<file path="config.mk">
export PLATFORM = sky130hd
export DESIGN_NAME = dvc_voltage_set_table_top
export DESIGN_NICKNAME = d
export VERILOG_FILES = /design/src/rtl/dvst_pkg.sv /design/src/rtl/dvst_ram.sv /design/src/rtl/dvst_ctrl.sv /design/src/rtl/dvst_dp.sv /design/src/rtl/dvc_voltage_set_table_top.sv
export SDC_FILE = /design/constraint.sdc
export NUM_CORES = 1
export LEC_CHECK = 0
export BUFFER_PORTS_ARGS = -buffer_cell sky130_fd_sc_hd__buf_2
export CELL_PAD_IN_SITES_DETAIL_PLACEMENT = 1
export CELL_PAD_IN_SITES_GLOBAL_PLACEMENT = 1
export CORE_MARGIN = 2
export CORE_UTILIZATION = 50
export CTS_CLUSTER_SIZE = 28
export DETAILED_ROUTE_END_ITERATION = 8
export GPL_ROUTABILITY_DRIVEN = 0
export HOLD_SLACK_MARGIN = 0.02
export PLACE_DENSITY_LB_ADDON = 0.1
export RECOVER_POWER = 100
export SYNTH_ARGS = -nofsm -noshare
export SYNTH_HDL_FRONTEND = slang
export SYNTH_SLANG_ARGS = --single-unit
</file>
<file path="constraint.sdc">
create_clock -name clock -period 5.85 [get_ports clock]
set_input_delay 0.2925 -clock clock [delete_from_list [all_inputs] [get_ports clock]]
set_output_delay 0.2925 -clock clock [all_outputs]
set_load 0.05 [all_outputs]
</file>
<file path="src/rtl/dvst_pkg.sv">
// Package for the voltage level table: widths, reset values, register indexes,
// result codes and the command and status structs between controller and datapath.
// Depends on nothing.
`default_nettype none

package dvst_pkg;

   // Field and register widths.
   localparam int UV_W       = 22;
   localparam int FINE_W     = 17;
   localparam int COARSE_W   = 18;
   localparam int CODE_W     = 7;
   localparam int COUNT_W    = 5;
   localparam int LEVEL_W    = 4;
   localparam int STATUS_W   = 2;
   localparam int VOUT_W     = 23;
   localparam int CSR_IDX_W  = 3;
   localparam int CSR_DATA_W = 22;

   // Readback voltage width: a 25-bit product plus a 22-bit base.
   localparam int PROD_W = CODE_W + COARSE_W;
   localparam int VSUM_W = PROD_W + 1;

   // Table size default.
   localparam int LEVELS_DEFAULT = 16;

   // Divider: one quotient bit per cycle over the whole numerator.
   localparam int DIV_STEPS = UV_W;
   localparam int DIV_CNT_W = 5;

   // Largest code the regulator takes.
   localparam logic [CODE_W-1:0] CODE_MAX = 7'h7f;

   // Register reset values.
   localparam logic [UV_W-1:0]     MIN_UV_RST      = 22'd600000;
   localparam logic [UV_W-1:0]     MID_UV_RST      = 22'd1600000;
   localparam logic [UV_W-1:0]     MAX_UV_RST      = 22'd1800000;
   localparam logic [FINE_W-1:0]   FINE_STEP_RST   = 17'd12500;
   localparam logic [COARSE_W-1:0] COARSE_STEP_RST = 18'd50000;
   localparam logic [CODE_W-1:0]   MID_CODE_RST    = 7'h50;
   localparam logic [COUNT_W-1:0]  LEVEL_COUNT_RST = 5'd16;

   // Register indexes.
   localparam logic [CSR_IDX_W-1:0] REG_MIN_UV      = 3'd0;
   localparam logic [CSR_IDX_W-1:0] REG_MID_UV      = 3'd1;
   localparam logic [CSR_IDX_W-1:0] REG_MAX_UV      = 3'd2;
   localparam logic [CSR_IDX_W-1:0] REG_FINE_STEP   = 3'd3;
   localparam logic [CSR_IDX_W-1:0] REG_COARSE_STEP = 3'd4;
   localparam logic [CSR_IDX_W-1:0] REG_MID_CODE    = 3'd5;
   localparam logic [CSR_IDX_W-1:0] REG_LEVEL_COUNT = 3'd6;

   // Request kinds.
   localparam logic REQ_SET = 1'b0;
   localparam logic REQ_GET = 1'b1;

   // Result status codes.
   typedef enum logic [STATUS_W-1:0] {
      STATUS_OK          = 2'd0,
      STATUS_LEVEL_BAD   = 2'd1,
      STATUS_REQ_VOLT    = 2'd2,
      STATUS_STORED_VOLT = 2'd3
   } status_type;

   // Commands from the controller to the datapath.
   typedef struct packed {
      logic capture;
      logic start_div;
      logic div_step;
      logic write_code;
      logic rd_en;
      logic load_code;
      logic mul;
      logic add;
      logic load_rsp;
   } cmd_type;

   // Status from the datapath to the controller.
   typedef struct packed {
      logic is_get;
      logic volt_bad;
      logic level_bad;
   } stat_type;

endpackage

`default_nettype wire

</file>
<file path="src/rtl/dvst_ram.sv">
// Generic single-write, single-read RAM with a registered read port.
// Depends on nothing.
`default_nettype none

module dvst_ram #(
   parameter int WIDTH = 8,
   parameter int DEPTH = 16,
   localparam int ADDR_W = (DEPTH > 1) ? $clog2(DEPTH) : 1
) (
   input  wire logic              clock,
   input  wire logic              wr_en,
   input  wire logic [ADDR_W-1:0] wr_addr,
   input  wire logic [WIDTH-1:0]  wr_data,
   input  wire logic              rd_en,
   input  wire logic [ADDR_W-1:0] rd_addr,
   output logic      [WIDTH-1:0]  rd_data
);

   logic [WIDTH-1:0] mem_ff [DEPTH];
   logic [WIDTH-1:0] rd_data_ff;

   // Write port and registered read port.
   always_ff @(posedge clock) begin
      if (wr_en) begin
         mem_ff[wr_addr] <= wr_data;
      end
      if (rd_en) begin
         rd_data_ff <= mem_ff[rd_addr];
      end
   end

   assign rd_data = rd_data_ff;

endmodule

`default_nettype wire

</file>
<file path="src/rtl/dvst_ctrl.sv">
// Controller for the voltage level table: sequences checks, division, table
// access, readback arithmetic and the result register. Uses dvst_pkg.
`default_nettype none

module dvst_ctrl (
   input  wire logic              clock,
   input  wire logic              reset,
   input  wire logic              req_valid,
   output logic                   req_stall,
   output logic                   rsp_valid,
   input  wire logic              rsp_stall,
   input  wire dvst_pkg::stat_type stat,
   output dvst_pkg::cmd_type       cmd
);

   typedef enum logic [3:0] {
      ST_IDLE,
      ST_CHECK,
      ST_DIV,
      ST_WRITE,
      ST_READ,
      ST_LOAD,
      ST_MUL,
      ST_ADD,
      ST_DONE
   } state_type;

   localparam logic [dvst_pkg::DIV_CNT_W-1:0] DIV_LAST =
      dvst_pkg::DIV_CNT_W'(dvst_pkg::DIV_STEPS - 1);

   state_type                         state_ff, state_in;
   logic [dvst_pkg::DIV_CNT_W-1:0]    cnt_ff, cnt_in;
   logic                              rsp_valid_ff, rsp_valid_in;
   logic                              rsp_free;

   // The result slot can take a new item when empty or being emptied.
   assign rsp_free  = !rsp_valid_ff || !rsp_stall;
   assign req_stall = (state_ff != ST_IDLE);
   assign rsp_valid = rsp_valid_ff;

   // Next state and datapath commands.
   always_comb begin
      state_in = state_ff;
      cnt_in   = cnt_ff;
      cmd      = '0;
      case (state_ff)
         ST_IDLE: begin
            if (req_valid) begin
               cmd.capture = 1'b1;
               state_in    = ST_CHECK;
            end
         end
         ST_CHECK: begin
            if (stat.is_get == dvst_pkg::REQ_SET) begin
               if (stat.volt_bad || stat.level_bad) begin
                  state_in = ST_DONE;
               end else begin
                  cmd.start_div = 1'b1;
                  cnt_in        = '0;
                  state_in      = ST_DIV;
               end
            end else if (stat.level_bad) begin
               state_in = ST_DONE;
            end else begin
               state_in = ST_READ;
            end
         end
         ST_DIV: begin
            cmd.div_step = 1'b1;
            cnt_in       = cnt_ff + 1'b1;
            if (cnt_ff == DIV_LAST) begin
               state_in = ST_WRITE;
            end
         end
         ST_WRITE: begin
            cmd.write_code = 1'b1;
            state_in       = ST_DONE;
         end
         ST_READ: begin
            cmd.rd_en = 1'b1;
            state_in  = ST_LOAD;
         end
         ST_LOAD: begin
            cmd.load_code = 1'b1;
            state_in      = ST_MUL;
         end
         ST_MUL: begin
            cmd.mul  = 1'b1;
            state_in = ST_ADD;
         end
         ST_ADD: begin
            cmd.add  = 1'b1;
            state_in = ST_DONE;
         end
         ST_DONE: begin
            if (rsp_free) begin
               cmd.load_rsp = 1'b1;
               state_in     = ST_IDLE;
            end
         end
         default: begin
            state_in = ST_IDLE;
         end
      endcase
   end

   // Result valid: set when an item is loaded, cleared when it is taken.
   always_comb begin
      rsp_valid_in = rsp_valid_ff;
      if (cmd.load_rsp) begin
         rsp_valid_in = 1'b1;
      end else if (rsp_valid_ff && !rsp_stall) begin
         rsp_valid_in = 1'b0;
      end
   end

   // State and registered outputs.
   always_ff @(posedge clock) begin
      if (reset) begin
         state_ff     <= ST_IDLE;
         cnt_ff       <= '0;
         rsp_valid_ff <= 1'b0;
      end else begin
         state_ff     <= state_in;
         cnt_ff       <= cnt_in;
         rsp_valid_ff <= rsp_valid_in;
      end
   end

   // A waiting result is never overwritten.
   a_no_overwrite: assert property (@(posedge clock) disable iff (reset)
      cmd.load_rsp |-> !(rsp_valid_ff && rsp_stall))
      else $error("result loaded over a stalled item");

   // An accepted item always goes on to the check step.
   a_accept_check: assert property (@(posedge clock) disable iff (reset)
      (req_valid && !req_stall) |=> (state_ff == ST_CHECK))
      else $error("accepted item did not reach the check step");

   // The divider never runs past its last step.
   a_div_bound: assert property (@(posedge clock) disable iff (reset)
      (state_ff == ST_DIV) |-> (cnt_ff <= DIV_LAST))
      else $error("divider step count overran");

   // The table is written only by a good set.
   a_write_set: assert property (@(posedge clock) disable iff (reset)
      cmd.write_code |-> (stat.is_get == dvst_pkg::REQ_SET) && !stat.level_bad
                         && !stat.volt_bad)
      else $error("table written by a request that is not a good set");

endmodule

`default_nettype wire

</file>
<file path="src/rtl/dvst_dp.sv">
// Datapath for the voltage level table: configuration registers, request
// latch, restoring divider, code table, readback arithmetic and result register.
// Uses dvst_pkg and dvst_ram.
`default_nettype none

module dvst_dp #(
   parameter int LEVELS = dvst_pkg::LEVELS_DEFAULT
) (
   input  wire logic                                clock,
   input  wire logic                                reset,
   input  wire logic                                csr_wr_en,
   input  wire logic [dvst_pkg::CSR_IDX_W-1:0]      csr_index,
   input  wire logic [dvst_pkg::CSR_DATA_W-1:0]     csr_wr_data,
   input  wire logic                                req_type,
   input  wire logic [dvst_pkg::LEVEL_W-1:0]        req_level,
   input  wire logic [dvst_pkg::UV_W-1:0]           req_target_microvolts,
   output logic      [dvst_pkg::STATUS_W-1:0]       rsp_status,
   output logic      [dvst_pkg::VOUT_W-1:0]         rsp_voltage_uv,
   output logic      [dvst_pkg::CODE_W-1:0]         rsp_voltage_code,
   input  wire dvst_pkg::cmd_type                   cmd,
   output dvst_pkg::stat_type                       stat
);

   localparam int IDX_W = (LEVELS > 1) ? $clog2(LEVELS) : 1;
   localparam int LEXT_W = 7;
   localparam logic [LEXT_W-1:0] LEVELS_V = LEXT_W'(LEVELS);

   // Configuration registers.
   logic [dvst_pkg::UV_W-1:0]     min_uv_ff, mid_uv_ff, max_uv_ff;
   logic [dvst_pkg::FINE_W-1:0]   fine_step_ff;
   logic [dvst_pkg::COARSE_W-1:0] coarse_step_ff;
   logic [dvst_pkg::CODE_W-1:0]   mid_code_ff;
   logic [dvst_pkg::COUNT_W-1:0]  level_count_ff;

   // Request latch.
   logic                          is_get_ff;
   logic [dvst_pkg::LEVEL_W-1:0]  level_ff;
   logic [dvst_pkg::UV_W-1:0]     uv_ff;

   // Divider and readback registers.
   logic [dvst_pkg::COARSE_W-1:0] rem_ff, rem_in, den_ff;
   logic [dvst_pkg::UV_W-1:0]     quo_ff, quo_in;
   logic                          upper_ff;
   logic [dvst_pkg::CODE_W-1:0]   code_ff, code_in;
   logic [dvst_pkg::CODE_W-1:0]   fac_ff;
   logic [dvst_pkg::PROD_W-1:0]   prod_ff;
   logic [dvst_pkg::VSUM_W-1:0]   volt_ff;
   logic [LEVELS-1:0]             valid_ff;

   // Result register.
   logic [dvst_pkg::STATUS_W-1:0] status_ff, status_in;
   logic [dvst_pkg::VOUT_W-1:0]   vout_ff, vout_in;
   logic [dvst_pkg::CODE_W-1:0]   rcode_ff, rcode_in;

   logic [LEXT_W-1:0]             level_ext;
   logic [IDX_W-1:0]              addr;
   logic                          volt_bad, level_bad, stored_bad;
   logic                          seg_upper;
   logic [dvst_pkg::UV_W-1:0]     div_num;
   logic [dvst_pkg::COARSE_W-1:0] div_den;
   logic [dvst_pkg::COARSE_W:0]   trial, trial_sub;
   logic                          trial_ge;
   logic [dvst_pkg::UV_W:0]       code_sum;
   logic [dvst_pkg::CODE_W-1:0]   rd_code, stored_code;
   logic                          rd_upper;
   logic [dvst_pkg::COARSE_W-1:0] mul_step;
   logic [dvst_pkg::UV_W-1:0]     add_base;

   // Configuration writes; an index past the list is ignored.
   always_ff @(posedge clock) begin
      if (reset) begin
         min_uv_ff      <= dvst_pkg::MIN_UV_RST;
         mid_uv_ff      <= dvst_pkg::MID_UV_RST;
         max_uv_ff      <= dvst_pkg::MAX_UV_RST;
         fine_step_ff   <= dvst_pkg::FINE_STEP_RST;
         coarse_step_ff <= dvst_pkg::COARSE_STEP_RST;
         mid_code_ff    <= dvst_pkg::MID_CODE_RST;
         level_count_ff <= dvst_pkg::LEVEL_COUNT_RST;
      end else if (csr_wr_en) begin
         case (csr_index)
            dvst_pkg::REG_MIN_UV:      min_uv_ff      <= csr_wr_data;
            dvst_pkg::REG_MID_UV:      mid_uv_ff      <= csr_wr_data;
            dvst_pkg::REG_MAX_UV:      max_uv_ff      <= csr_wr_data;
            dvst_pkg::REG_FINE_STEP:   fine_step_ff   <= csr_wr_data[dvst_pkg::FINE_W-1:0];
            dvst_pkg::REG_COARSE_STEP: coarse_step_ff <= csr_wr_data[dvst_pkg::COARSE_W-1:0];
            dvst_pkg::REG_MID_CODE:    mid_code_ff    <= csr_wr_data[dvst_pkg::CODE_W-1:0];
            dvst_pkg::REG_LEVEL_COUNT: level_count_ff <= csr_wr_data[dvst_pkg::COUNT_W-1:0];
            default: begin
            end
         endcase
      end
   end

   // Range checks on the latched request.
   assign level_ext = {3'b000, level_ff};
   assign addr      = level_ext[IDX_W-1:0];
   assign volt_bad  = (uv_ff < min_uv_ff) || (uv_ff > max_uv_ff);
   assign level_bad = ({1'b0, level_ff} >= level_count_ff) || (level_ext >= LEVELS_V);

   assign stat.is_get    = is_get_ff;
   assign stat.volt_bad  = volt_bad;
   assign stat.level_bad = level_bad;

   // Segment choice and divider operands for a set.
   assign seg_upper = (uv_ff >= mid_uv_ff);
   assign div_num   = seg_upper ? (uv_ff - mid_uv_ff) : (uv_ff - min_uv_ff);
   assign div_den   = seg_upper ? coarse_step_ff : {1'b0, fine_step_ff};

   // One restoring division step: shift in the next numerator bit.
   assign trial     = {rem_ff, quo_ff[dvst_pkg::UV_W-1]};
   assign trial_ge  = (trial >= {1'b0, den_ff});
   assign trial_sub = trial - {1'b0, den_ff};
   assign rem_in    = trial_ge ? trial_sub[dvst_pkg::COARSE_W-1:0]
                               : trial[dvst_pkg::COARSE_W-1:0];
   assign quo_in    = {quo_ff[dvst_pkg::UV_W-2:0], trial_ge};

   // Code from the quotient, with the coarse offset and saturation.
   assign code_sum = {1'b0, quo_ff} +
                     (upper_ff ? (dvst_pkg::UV_W+1)'(mid_code_ff) : '0);

   always_comb begin
      if ((den_ff == '0) || (code_sum > (dvst_pkg::UV_W+1)'(dvst_pkg::CODE_MAX))) begin
         code_in = dvst_pkg::CODE_MAX;
      end else begin
         code_in = code_sum[dvst_pkg::CODE_W-1:0];
      end
   end

   // Code table; an entry never written reads as zero.
   dvst_ram #(
      .WIDTH (dvst_pkg::CODE_W),
      .DEPTH (LEVELS)
   ) u_table (
      .clock   (clock),
      .wr_en   (cmd.write_code),
      .wr_addr (addr),
      .wr_data (code_in),
      .rd_en   (cmd.rd_en),
      .rd_addr (addr),
      .rd_data (rd_code)
   );

   assign stored_code = valid_ff[addr] ? rd_code : '0;
   assign rd_upper    = (stored_code >= mid_code_ff);

   // Readback operands follow the segment of the stored code.
   assign mul_step = upper_ff ? coarse_step_ff : {1'b0, fine_step_ff};
   assign add_base = upper_ff ? mid_uv_ff : min_uv_ff;

   // Entry valid bits.
   always_ff @(posedge clock) begin
      if (reset) begin
         valid_ff <= '0;
      end else if (cmd.write_code) begin
         valid_ff[addr] <= 1'b1;
      end
   end

   // Request latch, divider and readback arithmetic.
   always_ff @(posedge clock) begin
      if (cmd.capture) begin
         is_get_ff <= req_type;
         level_ff  <= req_level;
         uv_ff     <= req_target_microvolts;
      end
      if (cmd.start_div) begin
         rem_ff   <= '0;
         quo_ff   <= div_num;
         den_ff   <= div_den;
         upper_ff <= seg_upper;
      end
      if (cmd.div_step) begin
         rem_ff <= rem_in;
         quo_ff <= quo_in;
      end
      if (cmd.write_code) begin
         code_ff <= code_in;
      end
      if (cmd.load_code) begin
         code_ff  <= stored_code;
         upper_ff <= rd_upper;
         fac_ff   <= rd_upper ? (stored_code - mid_code_ff) : stored_code;
      end
      if (cmd.mul) begin
         prod_ff <= {{dvst_pkg::COARSE_W{1'b0}}, fac_ff} *
                    {{dvst_pkg::CODE_W{1'b0}}, mul_step};
      end
      if (cmd.add) begin
         volt_ff <= {1'b0, prod_ff} + dvst_pkg::VSUM_W'(add_base);
      end
   end

   // Result selection.
   assign stored_bad = (volt_ff < dvst_pkg::VSUM_W'(min_uv_ff)) ||
                       (volt_ff > dvst_pkg::VSUM_W'(max_uv_ff));

   always_comb begin
      status_in = dvst_pkg::STATUS_OK;
      vout_in   = '0;
      rcode_in  = '0;
      if (is_get_ff == dvst_pkg::REQ_SET) begin
         if (volt_bad) begin
            status_in = dvst_pkg::STATUS_REQ_VOLT;
         end else if (level_bad) begin
            status_in = dvst_pkg::STATUS_LEVEL_BAD;
         end else begin
            rcode_in = code_ff;
         end
      end else if (level_bad) begin
         status_in = dvst_pkg::STATUS_LEVEL_BAD;
      end else if (stored_bad) begin
         status_in = dvst_pkg::STATUS_STORED_VOLT;
         vout_in   = dvst_pkg::VOUT_W'(min_uv_ff);
         rcode_in  = code_ff;
      end else begin
         vout_in  = volt_ff[dvst_pkg::VOUT_W-1:0];
         rcode_in = code_ff;
      end
   end

   // Result register, loaded only when the output slot is free.
   always_ff @(posedge clock) begin
      if (cmd.load_rsp) begin
         status_ff <= status_in;
         vout_ff   <= vout_in;
         rcode_ff  <= rcode_in;
      end
   end

   assign rsp_status       = status_ff;
   assign rsp_voltage_uv   = vout_ff;
   assign rsp_voltage_code = rcode_ff;

endmodule

`default_nettype wire

</file>
<file path="src/rtl/dvc_voltage_set_table_top.sv">
// Top level of the dynamic-voltage-change level table.
// Depends on dvst_pkg, dvst_ctrl and dvst_dp.
//
//   Channel   Direction   Handshake              Carries
//   req_      in          req_valid/req_stall    req_type, req_level, req_target_microvolts
//   rsp_      out         rsp_valid/rsp_stall    rsp_status, rsp_voltage_uv, rsp_voltage_code
//   csr_      in          csr_wr_en              csr_index, csr_wr_data
//
// One item is worked on at a time. A good set passes the check step, the restoring
// divider, which makes one quotient bit per cycle over 22 bits, and a table write before
// its result is loaded. A good get passes one table read, one multiply and one add, and a
// rejected request goes from the check step straight to the result. Reset is synchronous;
// the table reads as code zero until written. A new item is taken
// while an earlier result still waits on rsp_stall; it then holds in its last step.
`default_nettype none

module dvc_voltage_set_table_top #(
   parameter int LEVELS = dvst_pkg::LEVELS_DEFAULT
) (
   input  wire logic                            clock,
   input  wire logic                            reset,
   input  wire logic                            csr_wr_en,
   input  wire logic [dvst_pkg::CSR_IDX_W-1:0]  csr_index,
   input  wire logic [dvst_pkg::CSR_DATA_W-1:0] csr_wr_data,
   input  wire logic                            req_valid,
   output logic                                 req_stall,
   input  wire logic                            req_type,
   input  wire logic [dvst_pkg::LEVEL_W-1:0]    req_level,
   input  wire logic [dvst_pkg::UV_W-1:0]       req_target_microvolts,
   output logic                                 rsp_valid,
   input  wire logic                            rsp_stall,
   output logic      [dvst_pkg::STATUS_W-1:0]   rsp_status,
   output logic      [dvst_pkg::VOUT_W-1:0]     rsp_voltage_uv,
   output logic      [dvst_pkg::CODE_W-1:0]     rsp_voltage_code
);

   dvst_pkg::cmd_type  cmd;
   dvst_pkg::stat_type stat;

   // Sequencing of each item.
   dvst_ctrl u_ctrl (
      .clock     (clock),
      .reset     (reset),
      .req_valid (req_valid),
      .req_stall (req_stall),
      .rsp_valid (rsp_valid),
      .rsp_stall (rsp_stall),
      .stat      (stat),
      .cmd       (cmd)
   );

   // Registers, table and arithmetic.
   dvst_dp #(
      .LEVELS (LEVELS)
   ) u_dp (
      .clock                 (clock),
      .reset                 (reset),
      .csr_wr_en             (csr_wr_en),
      .csr_index             (csr_index),
      .csr_wr_data           (csr_wr_data),
      .req_type              (req_type),
      .req_level             (req_level),
      .req_target_microvolts (req_target_microvolts),
      .rsp_status            (rsp_status),
      .rsp_voltage_uv        (rsp_voltage_uv),
      .rsp_voltage_code      (rsp_voltage_code),
      .cmd                   (cmd),
      .stat                  (stat)
   );

endmodule

`default_nettype wire

</file>
==> results.cfg <==
[layout]
regArea_um2 = 11850
drive_gt1_share_pct = 9.623
multi_input_area_um2 = 15080
layout.nets = 3254
syn2layout_area_growth_pct = 12.65
fillCellCount = 6026
stdcell_area_um2 = 31450

[floorplanning]
die_area_um2 = 57750
die_x_um = 240.3
pin_count = 91
start_util_pct = 50.58
row_count = 86
die_y_um = 240.3
placeableCoreArea_um2 = 55200

[pwr]
powerDensity_nw_per_um2 = 285.7
worst_ir_drop_vdd_uv = 267.0
total_power_mw = 8.986
power.leakage_nw = 13.09

[clock_network]
h-tree-depth = 2
clk_latency_ns = 0.64
cts_tree = done
cts.reportedPaths.clkPinSlew_ns = 0.07
clockRootBuffer = clkbuf_16
clock_sinks = 441
cts_buffer_depth = 3
cts_inserted_buffers = 50

[setup_path]
slowest_stage = fa_1
crit_top_cell = fa_1
crit_path_max_fanout = 24
timing_worst_setup_path_type = reg2reg
cp.required_ns = 6.21
critPathCaptureType = register
cp-startpoint = u_dp.upper_ff
rr_worst_depth = 18
endpoint = u_dp.prod_ff[24]
critPathMaxStageDelay_ns = 0.54
path_delay_family = adder cells
start_kind = register
path_cells = buf_12, mux2i_4, nor2b_1, fa_1, fa_1, fa_1, inv_1, fa_1, inv_1, ha_1, a21oi_1, and3b_1, o211ai_1, a31oi_1, a21oi_1, a211o_1, a21oi_1, xnor2_1
path_depth = 18
r2r_end = u_dp.prod_ff[24]
path_buf_inv = 3
worstPathArrival_ns = 5.95
r2r_start = u_dp.upper_ff
reg2reg_slack_ns = 0.26

[flow_run]
maxCapViolations = 2

[sta]
tightest_slew_ns = 4.161
period_needed_ns = 5.591
fin_crit_sh_pct = 95.58
fin_skew_ns = 0.03938
fin_ws_ns = 0.2588
finalHoldViolations = 0
drv_slew = 144
maxSlewHeadroom_pct = -177.4
finalSetupViolations = 0
max_freq_ghz = 0.1789

[synth]
synth_fa_ha_area_share_pct = 15.59
synth_ff_type = edfxtp_1
synth_top_cell_area_share_pct = 32.48
avgSynthCellArea_um2 = 10.06
synth_seq_cells = 441
synth_top_family_by_area = simple AND/OR/NAND/NOR gates
synth_seq_area_share_pct = 42.44
netlist_instances = 2775
synth_commonest_cells = nand2_1, edfxtp_1, inv_1, nor2_1, ha_1
yosysTopAreaCell = edfxtp_1
muxShareOfSynthArea_pct = 5.431
synth_compound_area_share_pct = 13.02
synth-simple-area-share_pct = 16.72
synth_area_leaders = edfxtp_1, dfxtp_1, ha_1
synth_xor_area_share_pct = 2.604
synth_edf_count = 302
yosysMostFrequentCell = nand2_1
synthArstFlopShare_pct = 0
yosysWarnings = 0
yosysUniqueCellTypes = 75
netlist_area_um2 = 27920
synth_fp_nets = 3129

[grt]
grt_usage_pct = 31.49
busiest_layer = met2
grt_max_degree = 90
use_met1_pct = 40.72
grt_pass1_wl_um = 137500
first_global_vias = 23300
overflow = 0
use_met2_pct = 53.22
antenna_found_initial = 4
use_met3_pct = 4.041

[placed_design]
hpwl_um = 66870
place_area_um2 = 29270
numPortBuffers = 90
dp_slack_ns = 0.03396

[drt]
drtIter0Drc = 1578
drc_errors = 0
via_count = 22190
drt_wl_total_um = 90750
vias_per_cell = 6.009
drt_pre_antenna_iters = 7
antenna_left = 0
wl_per_cell_um = 24.57

[status]
status = finished with violations
violations = capacitance limit, slew limit

[hold_path]
hold_class = in2reg
worstHoldStart = csr_wr_data[10]
[cell families (layout without fill, tap and decap cells)]
kind of cell | Yosys count | count (layout)
compound gates | 563 | 563
mux | 100 | 100
other cells | 1 | 5
simple gates | 982 | 982
flops | 441 | 441
xor+xnor | 83 | 83
fa+ha+maj | 297 | 297
buf+inv | 308 | 474
[power by group]
group / switching [mW] / internal [mW] / total, mW
Clock: 1.38 / 1.81 / 3.19
Combinational: 1.30 / 0.807 / 2.11
Sequential: 0.158 / 3.52 / 3.68
[per-stage QoR]
step	instances	hold WS [ns]	setup TNS (ns)	util, %
final	3693	0.04316	0	56.98
after global routing	3689	0.03355	-0.05111	56.96
after CTS	3683	0.02444	0	56.70
after detailed placement	3552	0.4473	0	53.02
after global placement	3552	0.4420	0	53.02
after floorplan	2775	0.3914	0	-
[flip-flops by register name, indices dropped and copies added (netlist names), 7 cells and up]
register and flops:
u_dp.quo_ff 22, u_dp.rem_ff 18, u_dp.volt_ff 26, u_dp.code_ff 7, u_dp.u_table.mem_ff 112, u_dp.uv_ff 22, u_dp.valid_ff 16, u_dp.max_uv_ff 22
u_dp.rsp_voltage_code 7, u_dp.den_ff 18, u_dp.fine_step_ff 17, u_dp.prod_ff 25, u_dp.u_table.rd_data 7, u_dp.mid_code_ff 7, u_dp.coarse_step_ff 18, u_dp.mid_uv_ff 22
u_dp.min_uv_ff 22, u_dp.fac_ff 7, u_dp.rsp_voltage_uv 23
[cell type report]
type / count / share of cell area, %
inverter: 213 / 2.542
sequential: 441 / 37.68
timing repair buffer: 168 / 3.588
multi-input combinational: 2026 / 47.94
clock inverter: 35 / 1.138
clock buffer: 58 / 4.105
tap: 748 / 2.975
antenna: 4 / 0.03182
[worst min-delay path: stages]
cell and delay (ns):
buf_2 0.18, nand2_1 0.08, a21oi_1 0.05
[cells in the final DEF, fill, tap and decap left out, drive strengths merged, types with 15 or more instances in the layout]
cell type,n
clkinv,24
buf,119
nand3b,19
a21o,48
a31oi,27
edfxtp,302
nand3,47
and2,38
xor2,31
a211oi,15
mux4,40
mux2i,48
xnor2,52
or3,26
nand2,360
fa,85
and3,20
dfxtp,139
dlygate4sd3,38
o21a,27
nor3,37
a21oi,187
nor2,213
ha,212
nand4,24
inv,213
o21ai,109
nor2b,102
clkbuf,69
nand2b,56
a211o,38
[worst min path at each step]
stage | to | depth (start not counted)
final | u_dp.fine_step_ff[10] | 3
after global routing | u_dp.fine_step_ff[10] | 3
after CTS | u_dp.fine_step_ff[10] | 3
after detailed placement | u_dp.max_uv_ff[11] | 2
after global placement | u_dp.max_uv_ff[15] | 2
after floorplan | u_dp.addr[0] | 0
[repair_timing]
item                       CTS  global route
pin swaps                    0             0
buffers inserted             0             5
hold endpoints to repair    50             0
resized for setup            1            19
hold buffers                38             0
setup endpoints to repair    1             5
[routing by layer]
metal / routed length, µm / share of wire [%]
met5: 0 / 0
met1: 38480 / 42
met4: 4139 / 4.6
met3: 4399 / 4.8
met2: 43730 / 48
(Power assumes the default switching activity.)
